File: src/design/rcp_pkg.sv
package rcp_pkg;

  localparam int MaxToken = 64;
  localparam int MaxArgs  = 255;
  localparam int InDepth  = 2;
  localparam int OutDepth = 4;

  localparam logic [63:0] SatMag = 64'h8000_0000_0000_0000;

  localparam logic [7:0] ChStar  = 8'h2A;
  localparam logic [7:0] ChColon = 8'h3A;
  localparam logic [7:0] ChDol   = 8'h24;
  localparam logic [7:0] ChPlus  = 8'h2B;
  localparam logic [7:0] ChMinus = 8'h2D;
  localparam logic [7:0] ChSpace = 8'h20;
  localparam logic [7:0] ChCr    = 8'h0D;
  localparam logic [7:0] ChZero  = 8'h30;

  typedef enum logic [2:0] {
    EV_CMD  = 3'd0,
    EV_NUM  = 3'd1,
    EV_BYTE = 3'd2,
    EV_SEND = 3'd3,
    EV_DONE = 3'd4,
    EV_ERR  = 3'd5
  } event_e;

  typedef enum logic [2:0] {
    ERR_HDR  = 3'd0,
    ERR_TOK  = 3'd1,
    ERR_BULK = 3'd2,
    ERR_CMD  = 3'd3,
    ERR_ARG  = 3'd4
  } err_e;

  typedef enum logic [12:0] {
    PH_HDR       = 13'b0000000000001,
    PH_HDR_NUM   = 13'b0000000000010,
    PH_LF_TYPE   = 13'b0000000000100,
    PH_TYPE      = 13'b0000000001000,
    PH_NUM_PRE   = 13'b0000000010000,
    PH_NUM_DIG   = 13'b0000000100000,
    PH_NUM_TAIL  = 13'b0000001000000,
    PH_SIMPLE    = 13'b0000010000000,
    PH_BULK_LEN  = 13'b0000100000000,
    PH_BULK_LF   = 13'b0001000000000,
    PH_BULK_BODY = 13'b0010000000000,
    PH_TRAIL_CR  = 13'b0100000000000,
    PH_TRAIL_LF  = 13'b1000000000000
  } phase_e;

  // classified input byte
  typedef struct packed {
    logic [7:0] data;
    logic       is_digit;
    logic       is_cr;
    logic [3:0] digit;
  } tok_t;

  typedef struct packed {
    event_e      ev;
    logic [7:0]  arg;
    logic [63:0] num;
    logic [7:0]  sbyte;
    err_e        err;
    logic        last;
  } res_t;

  function automatic logic [7:0] ping_char(input logic [1:0] pos);
    logic [7:0] ch;
    case (pos)
      2'd0:    ch = 8'h50;
      2'd1:    ch = 8'h49;
      2'd2:    ch = 8'h4E;
      default: ch = 8'h47;
    endcase
    return ch;
  endfunction

endpackage

File: src/design/rcp_front.sv
module rcp_front import rcp_pkg::*; (
  input  logic       clk_i,
  input  logic       rst_ni,
  input  logic       in_valid_i,
  output logic       in_ready_o,
  input  logic [7:0] data_byte_i,
  output logic       tok_valid_o,
  input  logic       tok_take_i,
  output tok_t       tok_o
);

  tok_t       mem_q [InDepth];
  logic       wp_q, rp_q;
  logic [1:0] cnt_q;
  logic       push, pop;
  tok_t       cls;

  // classify on entry so the parser sees flags, not raw compares
  always_comb begin
    cls.data     = data_byte_i;
    cls.is_digit = (data_byte_i >= ChZero) && (data_byte_i <= ChZero + 8'd9);
    cls.is_cr    = (data_byte_i == ChCr);
    cls.digit    = 4'(data_byte_i - ChZero);
  end

  assign in_ready_o  = (cnt_q != 2'(InDepth));
  assign push        = in_valid_i && in_ready_o;
  assign tok_valid_o = (cnt_q != 2'd0);
  assign pop         = tok_valid_o && tok_take_i;
  assign tok_o       = mem_q[rp_q];

  always_ff @(posedge clk_i) begin
    if (push) begin
      mem_q[wp_q] <= cls;
    end
  end

  always_ff @(posedge clk_i or negedge rst_ni) begin
    if (!rst_ni) begin
      wp_q  <= 1'b0;
      rp_q  <= 1'b0;
      cnt_q <= 2'd0;
    end else begin
      if (push) wp_q <= ~wp_q;
      if (pop)  rp_q <= ~rp_q;
      cnt_q <= cnt_q + 2'(push) - 2'(pop);
    end
  end

endmodule

File: src/design/rcp_back.sv
module rcp_back import rcp_pkg::*; (
  input  logic       clk_i,
  input  logic       rst_ni,
  input  logic       tok_valid_i,
  output logic       tok_take_o,
  input  tok_t       tok_i,
  output logic       res_valid_o,
  input  logic       res_ready_i,
  output res_t       res_o
);

  phase_e      ph_q, ph_d;
  logic [7:0]  args_q, args_d;
  logic [6:0]  len_q, len_d;
  logic [63:0] acc_q, acc_d;
  logic        neg_q, neg_d;
  logic [2:0]  pos_q, pos_d;
  logic [7:0]  cur_q, cur_d;

  res_t        oq_q [OutDepth];
  logic [1:0]  owp_q, orp_q;
  logic [2:0]  ocnt_q;

  logic        take, pop, named, grow_ok, clr;
  logic [1:0]  nres;
  res_t        r0, r1;
  logic [67:0] acc10;
  logic [63:0] acc_next, fin_val;
  logic [7:0]  c;

  assign take        = tok_valid_i && (ocnt_q <= 3'(OutDepth - 2));
  assign tok_take_o  = take;
  assign res_valid_o = (ocnt_q != 3'd0);
  assign pop         = res_valid_o && res_ready_i;
  assign res_o       = oq_q[orp_q];

  assign c       = tok_i.data;
  assign named   = (pos_q == 3'd4);
  assign grow_ok = (len_q < 7'(MaxToken - 1));

  // acc*10 + d saturates at 2^63 exactly where the strtol check trips
  assign acc10    = ({4'd0, acc_q} << 3) + ({4'd0, acc_q} << 1) + {64'd0, tok_i.digit};
  assign acc_next = (acc10 > {4'd0, SatMag}) ? SatMag : acc10[63:0];

  always_comb begin
    if (neg_q) fin_val = (acc_q >= SatMag) ? SatMag : (64'd0 - acc_q);
    else       fin_val = (acc_q > SatMag - 64'd1) ? SatMag - 64'd1 : acc_q;
  end

  always_comb begin
    ph_d   = ph_q;
    args_d = args_q;
    len_d  = len_q;
    acc_d  = acc_q;
    neg_d  = neg_q;
    pos_d  = pos_q;
    cur_d  = cur_q;
    nres   = 2'd0;
    clr    = 1'b0;
    r0     = '0;
    r0.arg = cur_q;
    r1     = '0;
    r1.arg = cur_q;
    if (take) begin
      case (ph_q)
        PH_HDR: begin
          if (c != ChStar) begin
            nres = 2'd1; r0.ev = EV_ERR; r0.err = ERR_HDR; clr = 1'b1;
          end else begin
            len_d = 7'd1; acc_d = '0; ph_d = PH_HDR_NUM;
          end
        end
        PH_HDR_NUM: begin
          if (tok_i.is_cr) begin
            if (acc_q == '0 || acc_q > 64'(MaxArgs + 1)) begin
              nres = 2'd1; r0.ev = EV_ERR; r0.err = ERR_HDR; clr = 1'b1;
            end else begin
              args_d = acc_q[7:0] - 8'd1;
              ph_d   = PH_LF_TYPE;
            end
          end else if (!grow_ok) begin
            nres = 2'd1; r0.ev = EV_ERR; r0.err = ERR_TOK; clr = 1'b1;
          end else if (tok_i.is_digit) begin
            len_d = len_q + 7'd1; acc_d = acc_next;
          end else begin
            nres = 2'd1; r0.ev = EV_ERR; r0.err = ERR_HDR; clr = 1'b1;
          end
        end
        PH_LF_TYPE: ph_d = PH_TYPE;
        PH_TYPE: begin
          len_d = 7'd1; acc_d = '0; neg_d = 1'b0;
          if (!named) begin
            if (c == ChDol) ph_d = PH_BULK_LEN;
            else begin
              nres = 2'd1; r0.ev = EV_ERR; r0.err = ERR_CMD; clr = 1'b1;
            end
          end else if (c == ChDol || c == ChColon || c == ChPlus) begin
            if (c == ChDol)        ph_d = PH_BULK_LEN;
            else if (c == ChColon) ph_d = PH_NUM_PRE;
            else                   ph_d = PH_SIMPLE;
            args_d = args_q - 8'd1;
          end else begin
            nres = 2'd1; r0.ev = EV_ERR; r0.err = ERR_ARG; clr = 1'b1;
          end
        end
        PH_NUM_PRE, PH_NUM_DIG, PH_NUM_TAIL: begin
          if (tok_i.is_cr) begin
            nres = 2'd1; r0.ev = EV_NUM; r0.num = fin_val;
            cur_d = cur_q + 8'd1; ph_d = PH_TRAIL_LF;
          end else if (!grow_ok) begin
            nres = 2'd1; r0.ev = EV_ERR; r0.err = ERR_TOK; clr = 1'b1;
          end else begin
            len_d = len_q + 7'd1;
            if (ph_q == PH_NUM_TAIL) begin
              // trailing junk ignored
            end else if (tok_i.is_digit) begin
              acc_d = acc_next; ph_d = PH_NUM_DIG;
            end else if (ph_q == PH_NUM_PRE && (c == ChSpace || c inside {[8'd9:8'd12]})) begin
              // leading white space
            end else if (ph_q == PH_NUM_PRE && (c == ChPlus || c == ChMinus)) begin
              neg_d = (c == ChMinus); ph_d = PH_NUM_DIG;
            end else begin
              ph_d = PH_NUM_TAIL;
            end
          end
        end
        PH_SIMPLE: begin
          if (tok_i.is_cr) begin
            nres = 2'd1; r0.ev = EV_SEND;
            cur_d = cur_q + 8'd1; ph_d = PH_TRAIL_LF;
          end else if (!grow_ok) begin
            nres = 2'd1; r0.ev = EV_ERR; r0.err = ERR_TOK; clr = 1'b1;
          end else begin
            len_d = len_q + 7'd1;
            nres = 2'd1; r0.ev = EV_BYTE; r0.sbyte = c;
          end
        end
        PH_BULK_LEN: begin
          if (tok_i.is_cr) begin
            if (acc_q >= 64'(MaxToken)) begin
              nres = 2'd1; r0.ev = EV_ERR; r0.err = ERR_BULK; clr = 1'b1;
            end else if (!named && acc_q != 64'd4) begin
              nres = 2'd1; r0.ev = EV_ERR; r0.err = ERR_CMD; clr = 1'b1;
            end else begin
              len_d = acc_q[6:0]; ph_d = PH_BULK_LF;
            end
          end else if (!grow_ok) begin
            nres = 2'd1; r0.ev = EV_ERR; r0.err = ERR_TOK; clr = 1'b1;
          end else if (tok_i.is_digit) begin
            len_d = len_q + 7'd1; acc_d = acc_next;
          end else begin
            nres = 2'd1; r0.ev = EV_ERR; r0.err = named ? ERR_ARG : ERR_CMD; clr = 1'b1;
          end
        end
        PH_BULK_LF: begin
          if (len_q == '0) begin
            nres = 2'd1; r0.ev = EV_SEND;
            cur_d = cur_q + 8'd1; ph_d = PH_TRAIL_CR;
          end else begin
            ph_d = PH_BULK_BODY;
          end
        end
        PH_BULK_BODY: begin
          if (named) begin
            nres = 2'd1; r0.ev = EV_BYTE; r0.sbyte = c;
            len_d = len_q - 7'd1;
            if (len_q == 7'd1) begin
              nres = 2'd2; r1.ev = EV_SEND;
              cur_d = cur_q + 8'd1; ph_d = PH_TRAIL_CR;
            end
          end else if (c != ping_char(pos_q[1:0])) begin
            nres = 2'd1; r0.ev = EV_ERR; r0.err = ERR_CMD; clr = 1'b1;
          end else begin
            pos_d = pos_q + 3'd1;
            len_d = len_q - 7'd1;
            if (pos_q == 3'd3) begin
              nres = 2'd1; r0.ev = EV_CMD; ph_d = PH_TRAIL_CR;
            end
          end
        end
        PH_TRAIL_CR: ph_d = PH_TRAIL_LF;
        PH_TRAIL_LF: begin
          if (args_q == '0) begin
            nres = 2'd1; r0.ev = EV_DONE; clr = 1'b1;
          end else begin
            ph_d = PH_TYPE;
          end
        end
        default: begin
          nres = 2'd1; r0.ev = EV_ERR; r0.err = ERR_HDR; clr = 1'b1;
        end
      endcase
      if (clr) begin
        ph_d = PH_HDR; args_d = '0; len_d = '0; acc_d = '0;
        neg_d = 1'b0; pos_d = '0; cur_d = '0;
      end
      if (nres == 2'd2) r1.last = 1'b1;
      else              r0.last = 1'b1;
    end
  end

  always_ff @(posedge clk_i) begin
    if (nres != 2'd0) oq_q[owp_q] <= r0;
    if (nres == 2'd2) oq_q[owp_q + 2'd1] <= r1;
  end

  always_ff @(posedge clk_i or negedge rst_ni) begin
    if (!rst_ni) begin
      ph_q   <= PH_HDR;
      args_q <= '0;
      len_q  <= '0;
      acc_q  <= '0;
      neg_q  <= 1'b0;
      pos_q  <= '0;
      cur_q  <= '0;
      owp_q  <= '0;
      orp_q  <= '0;
      ocnt_q <= '0;
    end else begin
      ph_q   <= ph_d;
      args_q <= args_d;
      len_q  <= len_d;
      acc_q  <= acc_d;
      neg_q  <= neg_d;
      pos_q  <= pos_d;
      cur_q  <= cur_d;
      owp_q  <= owp_q + nres;
      if (pop) orp_q <= orp_q + 2'd1;
      ocnt_q <= ocnt_q + {1'b0, nres} - 3'(pop);
    end
  end

endmodule

File: src/design/resp_command_parser_core.sv
// RESP request parser, one byte per transaction on the input channel. It
// checks an array header "*N", a bulk command name that must be exactly
// "PING", then N-1 arguments (":" integer, "$" bulk, "+" simple), and emits
// events: command accepted, integer value (strtol-style, saturated to signed
// 64 bits), string byte, string end, done, or an error code, after which it
// waits for the next "*". A byte yields up to two result transactions; last_o
// marks the final one. Rate: one byte per cycle while the result queue has
// room for two results. A two-entry input queue with byte classification
// feeds the parser, whose results wait in a four-entry result queue. Each
// byte is registered in the input queue and its results in the result queue.
module resp_command_parser_core import rcp_pkg::*; (
  input  logic               clk_i,
  input  logic               rst_ni,
  input  logic               in_valid_i,
  output logic               in_ready_o,
  input  logic [7:0]         data_byte_i,
  output logic               out_valid_o,
  input  logic               out_ready_i,
  output logic [2:0]         event_res_o,
  output logic [7:0]         arg_index_o,
  output logic signed [63:0] number_value_o,
  output logic [7:0]         string_byte_o,
  output logic [2:0]         error_code_o,
  output logic               last_o
);

  logic tok_valid, tok_take;
  tok_t tok;
  res_t res;

  // front: input queue and byte classification
  rcp_front u_front (
    .clk_i       (clk_i),
    .rst_ni      (rst_ni),
    .in_valid_i  (in_valid_i),
    .in_ready_o  (in_ready_o),
    .data_byte_i (data_byte_i),
    .tok_valid_o (tok_valid),
    .tok_take_i  (tok_take),
    .tok_o       (tok)
  );

  // back: parser state machine and result queue
  rcp_back u_back (
    .clk_i       (clk_i),
    .rst_ni      (rst_ni),
    .tok_valid_i (tok_valid),
    .tok_take_o  (tok_take),
    .tok_i       (tok),
    .res_valid_o (out_valid_o),
    .res_ready_i (out_ready_i),
    .res_o       (res)
  );

  assign event_res_o    = res.ev;
  assign arg_index_o    = res.arg;
  assign number_value_o = res.num;
  assign string_byte_o  = res.sbyte;
  assign error_code_o   = res.err;
  assign last_o         = res.last;

endmodule
File: config.mk
export PLATFORM = sky130hd
export DESIGN_NAME = resp_command_parser_core
export DESIGN_NICKNAME = d
export VERILOG_FILES = /design/src/design/rcp_pkg.sv /design/src/design/rcp_front.sv /design/src/design/rcp_back.sv /design/src/design/resp_command_parser_core.sv
export SDC_FILE = /design/constraint.sdc
export NUM_CORES = 1
export LEC_CHECK = 0
export ABC_AREA = 1
export BUFFER_PORTS_ARGS = -buffer_cell sky130_fd_sc_hd__buf_2
export CORE_MARGIN = 2
export CORE_UTILIZATION = 60
export CTS_CLUSTER_SIZE = 40
export DETAILED_ROUTE_END_ITERATION = 7
export PLACE_DENSITY_LB_ADDON = 0.1
export SETUP_SLACK_MARGIN = 0.4
export SLEW_MARGIN = 30
export SYNTH_ARGS = -nofsm -noshare
export SYNTH_HDL_FRONTEND = slang
export SYNTH_SLANG_ARGS = --single-unit
File: constraint.sdc
create_clock -name clk_i -period 8 [get_ports clk_i]
set_input_delay 0.4 -clock clk_i [delete_from_list [all_inputs] [get_ports clk_i]]
set_output_delay 0.4 -clock clk_i [all_outputs]
set_load 0.05 [all_outputs]
Word-level counts from Yosys, hierarchy flattened:

Memories as Yosys holds them, arrays and structs flattened.
Cells that the tools add are included.

* $add $sub $neg: 17
* multiply operators: 0
* div/mod/pow operators: 0
* order comparisons: 11
* equality and inequality tests: 67
* shifts and indexed selects: 0
* mux-type cells: 175
* bitwise operators: 2
* reduce and logical (&&, ||, !) cells: 42

Operators by type and width (number)
* 64-bit 2-to-1 mux: 14
* 13-bit 2-to-1 mux: 22
* 64-bit case mux with 4 select lines: 1
* 13-bit case mux with 11 select lines: 1
* 8-bit 2-to-1 mux: 16
* 3-bit 2-to-1 mux: 34
* 7-bit 2-to-1 mux: 13
* 76-bit 2-to-1 mux: 1
* 67-bit by 65-bit adder with 68-bit output: 1
* 68-bit by 4-bit adder with 68-bit output: 1
* 68-bit by 64-bit greater-than comparator with 1-bit output, second input constant: 1
* 64-bit >= comparator, second input constant: 1
* 64-bit by 7-bit >= comparator with 1-bit output, second input constant: 1
* 64-bit by 63-bit greater-than comparator with 1-bit output, second input constant: 1
* 64-bit by 9-bit greater-than comparator with 1-bit output, second input constant: 1
* 64-bit zero test: 1
* 64-bit by 3-bit inequality test with 1-bit output, second input constant: 1
* 1-bit by 64-bit subtractor with 64-bit output, first input constant: 1
* 1-bit 2-to-1 mux: 45
* 7-bit case mux with 6 select lines: 1
* 8-bit by 6-bit == test with 1-bit output, second input constant: 5
* 2-bit 2-to-1 mux: 16
* 8-bit case mux with 2 select lines: 2
* 3-bit by 1-bit inequality test with 1-bit output, second input constant: 10
* 77 further kinds: 123

* bits in registers: 115
* latch bits: 0
* memory bits (writable): 376
* memory bits (read-only): 0
* input port bits: 12
* output and inout port bits: 89
* logic and storage cells: 329
* memories: 2

Memories
* u_back.oq_q: words 4, bits a word 87, read ports 1, clocked after memory_dff 0, wr ports 2, RTL line rcp_back.sv:20 `res_t oq_q [OutDepth];`
* u_front.mem_q: words 2, bits a word 14, read ports 1, clocked after memory_dff 0, wr ports 1, RTL line rcp_front.sv:12 `tok_t mem_q [InDepth];`

Longest topological paths before layout:

* depth after elaboration: 14
* depth in mapped cells: 32
* mapped depth without buffers: 29

Modules after synthesis:

A second synthesis with hierarchy kept.

* cells, all modules: 5208
* area, all modules: 33372.0 sq um

Modules (own cells, without submodules)
* rcp_back: times used 1, cells each 5111, area an instance 32318.5 sq um, sequential area each 10186.0 sq um
* rcp_front: times used 1, cells each 97, area an instance 1053.5 sq um, sequential area each 700.7 sq um

Least setup slack after synthesis:

No wires, ideal clock.

* path type: register to register
* from: register u_front.rp_q
* to: register u_back.acc_q[4]
* library setup time: 65 ps
* arrival: 3444 ps
* data required time: 7935 ps
* setup slack: 4491 ps
* cell stages (with the launch flop): 28
* path buffers: 2
* period minus slack after synthesis: 3509 ps
* cell sequence: dfrtp_1 > buf_4 > inv_2 > nand2_1 > nand2_1 > inv_2 > fa_1 > fa_1 > nor2_1 > nand2_1 > nand3_1 > nand3_1 > nand2_1 > nand2_1 > nand2_1 > nand2_1 > nand2_1 > nand2_1 > nand2_1 > nand2_1 > nor2_1 > nand2_1 > nor2_1 > nand2_1 > nand2_1 > buf_2 > nand3_1 > nand2_1

* longest elaborated chain between the ends: 10
* elaborated cells between the ends (all ways): 40
* those cells by class: add/sub: 1; order compare: 1; eq/ne: 11; mux: 22; reduce/logical: 4; memory: 1

Ends and longest elaborated chain
* from (decl): RTL line rcp_front.sv:13 `logic wp_q, rp_q;`
* from (signal assigned): RTL line rcp_front.sv:45 `if (pop) rp_q <= ~rp_q;`
* memory 2 x 14 bit (*)
* 68-bit by 4-bit adder with 68-bit output, or another cell as far along: RTL line rcp_back.sv:42 `assign acc10 = ({4'd0, acc_q} << 3) + ({4'd0, acc_q} << 1) + {64'd0, tok_i.digit};`
* 68-bit by 64-bit greater-than comparator with 1-bit output or 1-bit logical OR (tied branches): RTL line rcp_back.sv:43, rcp_back.sv:97
* 64-bit 2-to-1 mux or 1-bit logical OR (tied branches): RTL line rcp_back.sv:43, rcp_back.sv:97
* 64-bit 2-to-1 mux or 1-bit 2-to-1 mux (tied branches)
* 64-bit 2-to-1 mux or 1-bit 2-to-1 mux (tied branches): RTL line rcp_back.sv:114, rcp_back.sv:92
* 64-bit 2-to-1 mux or 1-bit case mux with 8 select lines (tied branches): RTL line rcp_back.sv:110, rcp_back.sv:65
* 64-bit 2-to-1 mux or 1-bit 2-to-1 mux (tied branches): RTL line rcp_back.sv:107, rcp_back.sv:64
* 64-bit case mux with 4 select lines, or another cell as far along: RTL line rcp_back.sv:65 `case (ph_q)`
* 64-bit 2-to-1 mux or 8-bit AND reduction (tied branches)
* to (signal assigned): RTL line rcp_back.sv:212 `acc_q <= '0;`
* to (signal assigned): RTL line rcp_back.sv:223 `acc_q <= acc_d;`
* to (decl): RTL line rcp_back.sv:15 `logic [63:0] acc_q, acc_d;`

Every way passes the cells marked *; elsewhere a longest branch is shown, timed or not. The select of a mux whose other input is x is not followed.
A chain may end at the register's enable or synchronous reset.

Final worst setup path:

* from: register u_front.rp_q
* to: register u_back.acc_q[48]

Same word-level chain as after synthesis.

==> results.md <==
- The maximum vdd drop is about 0.28 mV.
- Summed over all cells, the static leakage comes to 17.8 nW.
- STA puts the critical path data arrival time at around 5.5 ns.
- The slowest stage of the critical path belongs to the cell sky130_fd_sc_hd__fa_1.
- The latest clock arrival within the worst-skew pair is 0.63 ns.
- The number of nets in the synthesized netlist is 5,038.
- Detailed routing inserted a total of approximately 34k vias.
- After floorplanning, the core was sized to cover 52,700 um2.
- The sequential area share after synthesis is around a third.
- The max-slew headroom at the worst pin is just under 30%.
- Derived from the worst setup path, the maximum achievable clock frequency is 0.201 GHz.
- Wires add up to ~110 mm.
- The most used routing layer is met2.
- The count of different cell masters after synthesis is 61.
- The floorplan step set the die height to between 200 and 250 um.
- The number of buffer cells added on primary ports is 100.
- The synthesized area divided by synthesized cell count is between 6 and 7 um2.
- Synthesis inferred about 480 register bits.
- The met2 capacity usage during global routing is between 60% and 70%.
- The number of global-route vias before repair is between 20k and 30k.
- Of the post-synthesis cell area, the dominant cell type holds about a fifth.
- The number of setup violations in the final report is 0.
- The synthesized design contains between 60 and 70 enable-type register cells.
- The clock tree root driver cell is sky130_fd_sc_hd__clkbuf_16.
- The final total negative setup slack is 0 ns.
- The cell that appears most often on the critical path is sky130_fd_sc_hd__nand2_1.
- The final-report max-slew violation count is 0.
- After clock tree synthesis, the clock-pin slew on the worst setup and hold paths is ~0.06 ns.
- After clock tree synthesis, the flow added hold-fix buffers numbering 4.
- The post-CTS setup repair buffer count is 0.
- TritonCTS created 52 clock buffers.
- The start-to-end type of the worst setup path is flop to flop.
- At the end of the flow the core is filled with cells to between 60% and 70%.
- The global-route total usage across every layer is 40.0%.
- The number of max-cap violations is 0.
- The critical path capture point type is a flop.
- For this run, the leading register cell type out of synthesis is sky130_fd_sc_hd__dfxtp_1.
- The number of levels in the clock H-tree is 2.
- At the worst endpoint, the required time is between 8 and 9 ns.
- The global-route wire length before repair is around 180 mm.
- In this run the deepest clock path goes through 3 buffers.
- The number of search-and-repair iterations in the first detailed-routing pass is 6.
- The count of final hold-check violations came to 0.
- The final weighted congestion in routability-driven placement is approximately 1.0.
- After detailed routing, the number of vias per cell comes to about 6.
- The width of the die is between 200 and 250 um.
- Dividing the final minimum period by the clock period gives 62.3%.
- The residual overflow from global routing is 0.
- The count of nets left with antenna violations once routing finished came out at 0.
- The TritonCTS clock tree is done.
- The number of antenna diodes in the final layout is 0.
- The pin count of the biggest net entering global routing is around 110.
- The critical path's largest stage delay is approximately 0.57 ns.
- The number of antenna violations at the first check in global routing came to 4.
- The minimum clock period after layout is between 4 and 5 ns.
- The die covers roughly 55,000 um2.
- The met1 track utilization from global routing is 57.2%.
- Once the floorplan was initialized, standard cells occupied between 60% and 70% of the core.
- The worst hold path class is primary input to flop.
- Summed over all nets, the half-perimeter wirelength after detailed placement is ~80 mm.
- The areal power density over the cells is roughly 300 nW/um2.
- Setup repair after global routing left no endpoint under its margin.
- The synthesis-to-finish area growth is 7.20%.
- The critical path startpoint category is a flop.
- After detailed routing, the number of remaining DRC violations is 0.
- In the post-synthesis netlist, the biggest area contributors are sky130_fd_sc_hd__dfxtp_1 19%, sky130_fd_sc_hd__nand2_1 15%, sky130_fd_sc_hd__nand3_1 12%, sky130_fd_sc_hd__dfrtp_1 8.9%, sky130_fd_sc_hd__inv_1 6.1%.
- The measured slew at the worst slew-check pin is roughly 1.1 ns.
- The met3 demand-to-capacity share in global routing is ~7.6%.
- Of the cells placed in the final design, the portion with a size suffix greater than 1 is 5.54%.
- The clock net in this run drives a total of around 480 sinks.
- The number of gates given a new drive strength after cts is 0.
- The post-synthesis cell count is 4,878.
- After the last flow step, the layout net total stands at between 4k and 5k.
- The average routed wire per standard cell is roughly 21 um.
- Pin placement for this block handled around 100 I/O pins.
- The top fanout value on the critical path is between 50 and 60.
- Summing every instance area after synthesis gives 32,100 um2.
- Row generation in the floorplan step produced 84 rows.
- The biggest area contributor in the post-synthesis netlist is sky130_fd_sc_hd__dfxtp_1.
- The flow ran to the end, and the final reports show no timing, DRC or antenna violations.
- The clock arrives with roughly 0.028 ns of skew.
- The number of violations reported at the end of detailed-routing iteration 0 is ~4k.
- For this run, asynchronously set or reset flops after synthesis account for between 20% and 30%.
- The Yosys step of the flow raised 0 warnings.
-- layer usage --
layer,share of wire (%),up-vias
li1,-,16000
met2,43,1859
met4,3.6,4
met3,11,278
met1,42,15600
met5,0.024,-
-- layout make-up --
type,instances,area (um2)
Clock buffer,82,1500
Clock inverter,12,174
Fill cell,4988,18300
Inverter,526,1980
Multi-Input combinational cell,3626,18100
Sequential cell,483,10900
Tap cell,688,861
Timing Repair Buffer,141,825
-- critical path: cells and delay by family (launching register included) --
kind / cells / cell delay [ns]
fa+ha+maj: 2 / 0.87
buf+inv: 4 / 0.92
flops: 1 / 0.56
simple gates: 22 / 2.52
-- path summary, 6_finish.rpt --
path | start | end | slack (ns) | cells after the start
min in group asynchronous | rst_ni | u_back.acc_q[23] | 0.20 | 2
worst min-delay path | data_byte_i[4] | u_front.mem_q[0][10] | 0.01 | 1
max in group asynchronous | rst_ni | u_back.orp_q[0] | 6.00 | 4
worst min register to register | u_back.oq_q[1][24] | u_back.oq_q[1][24] | 0.46 | 2
worst max register to register | u_front.rp_q | u_back.acc_q[48] | 3.02 | 28
worst max-delay path | u_front.rp_q | u_back.acc_q[48] | 3.02 | 28
-- report_power, final --
part	switching (W)	total, W	internal, W	leakage, nW
Clock	0.00103	0.00239	0.00136	0.807
Sequential	0.000137	0.00278	0.00264	4.59
Combinational	0.00403	0.00502	0.000985	12.4
Total	0.00520	0.0102	0.00498	17.8
-- registers in the layout, indices dropped and copies added, names as in the netlist, 3 cells and up --
signal / cells
u_back.acc_q: 64
u_back.args_q: 8
u_back.cur_q: 8
u_back.len_q: 7
u_back.ocnt_q: 3
u_back.oq_q: 348
u_back.ph_q: 13
u_back.pos_q: 3
u_front.mem_q: 20
-- layout by cell type (no fill, tap or decap), types with 4 or more instances in the layout --
| cell | synthesis | final |
|---|---|---|
| sky130_fd_sc_hd__nand2_1 | 1239 | 1232 |
| sky130_fd_sc_hd__nand3_1 | 748 | 748 |
| sky130_fd_sc_hd__inv_1 | 517 | 515 |
| sky130_fd_sc_hd__nor2_1 | 507 | 504 |
| sky130_fd_sc_hd__o21ai_0 | 338 | 338 |
| sky130_fd_sc_hd__dfxtp_1 | 304 | 304 |
| sky130_fd_sc_hd__ha_1 | 145 | 145 |
| sky130_fd_sc_hd__a21oi_1 | 134 | 134 |
| sky130_fd_sc_hd__dfrtp_1 | 114 | 112 |
| sky130_fd_sc_hd__buf_2 | 49 | 99 |
| sky130_fd_sc_hd__o22ai_1 | 93 | 93 |
| sky130_fd_sc_hd__nor3_1 | 70 | 68 |
| sky130_fd_sc_hd__edfxtp_1 | 64 | 64 |
| sky130_fd_sc_hd__xor2_1 | 57 | 57 |
| sky130_fd_sc_hd__clkbuf_16 | 0 | 53 |
| sky130_fd_sc_hd__o21ai_1 | 51 | 51 |
| sky130_fd_sc_hd__nand4_1 | 42 | 42 |
| sky130_fd_sc_hd__buf_4 | 24 | 37 |
| sky130_fd_sc_hd__nand3b_1 | 29 | 29 |
| sky130_fd_sc_hd__clkbuf_1 | 143 | 22 |
| sky130_fd_sc_hd__xnor2_1 | 19 | 19 |
| sky130_fd_sc_hd__o221ai_1 | 17 | 17 |
| sky130_fd_sc_hd__nor4_1 | 14 | 14 |
| sky130_fd_sc_hd__a31oi_1 | 14 | 14 |
| sky130_fd_sc_hd__o211ai_1 | 12 | 12 |
| sky130_fd_sc_hd__o21bai_1 | 11 | 11 |
| sky130_fd_sc_hd__nand2_4 | 1 | 10 |
| sky130_fd_sc_hd__a211oi_1 | 10 | 9 |
| sky130_fd_sc_hd__a221oi_1 | 10 | 9 |
| sky130_fd_sc_hd__inv_2 | 7 | 8 |
| sky130_fd_sc_hd__or2_2 | 8 | 8 |
| sky130_fd_sc_hd__nor2_4 | 3 | 7 |
| sky130_fd_sc_hd__nand2_2 | 8 | 6 |
| sky130_fd_sc_hd__nor2_2 | 7 | 6 |
| sky130_fd_sc_hd__clkbuf_8 | 0 | 6 |
| sky130_fd_sc_hd__and3_1 | 5 | 5 |
| sky130_fd_sc_hd__clkinv_2 | 0 | 4 |
| sky130_fd_sc_hd__dlygate4sd3_1 | 0 | 4 |
-- synth_stat cells, types with 11 or more instances --
cell type and instances:
sky130_fd_sc_hd__nand2_1 1239, sky130_fd_sc_hd__nand3_1 748, sky130_fd_sc_hd__inv_1 517, sky130_fd_sc_hd__nor2_1 507
sky130_fd_sc_hd__o21ai_0 338, sky130_fd_sc_hd__dfxtp_1 304, sky130_fd_sc_hd__ha_1 145, sky130_fd_sc_hd__clkbuf_1 143
sky130_fd_sc_hd__a21oi_1 134, sky130_fd_sc_hd__dfrtp_1 114, sky130_fd_sc_hd__o22ai_1 93, sky130_fd_sc_hd__nor3_1 70
sky130_fd_sc_hd__edfxtp_1 64, sky130_fd_sc_hd__xor2_1 57, sky130_fd_sc_hd__o21ai_1 51, sky130_fd_sc_hd__buf_2 49
sky130_fd_sc_hd__nand4_1 42, sky130_fd_sc_hd__nand3b_1 29, sky130_fd_sc_hd__buf_4 24, sky130_fd_sc_hd__xnor2_1 19
sky130_fd_sc_hd__o221ai_1 17, sky130_fd_sc_hd__a31oi_1 14, sky130_fd_sc_hd__buf_6 14, sky130_fd_sc_hd__nor4_1 14
sky130_fd_sc_hd__buf_1 13, sky130_fd_sc_hd__o211ai_1 12, sky130_fd_sc_hd__o21bai_1 11
-- through the flow --
step / instance area [um2] / setup WS, ns / power, W / hold slack [ns] / cells
after detailed placement: 32600 / 3.17 / 0.00771 / 0.293 / 5460
after global routing: 34400 / 2.62 / 0.0106 / 0.0159 / 5558
after global placement: 32600 / 3.25 / 0.00770 / 0.290 / 5460
final: 34400 / 3.02 / 0.0102 / 0.0130 / 5558
after floorplan: 32100 / 4.49 / 0.00644 / 0.104 / 4878
after CTS: 34300 / 3.14 / 0.0101 / 0.00979 / 5558
-- logic make-up after synthesis --
kind of cell | count (synthesis) | synth area share, %
AO/OA/AOI/OAI | 712 | 12.4
buffers and inverters | 769 | 9.81
XOR/XNOR | 76 | 2.08
flip-flops | 483 | 34.0
AND/OR/NAND/NOR | 2690 | 35.9
adder cells (fa/ha/maj) | 148 | 5.85
Power figures use the tool's default switching activity.
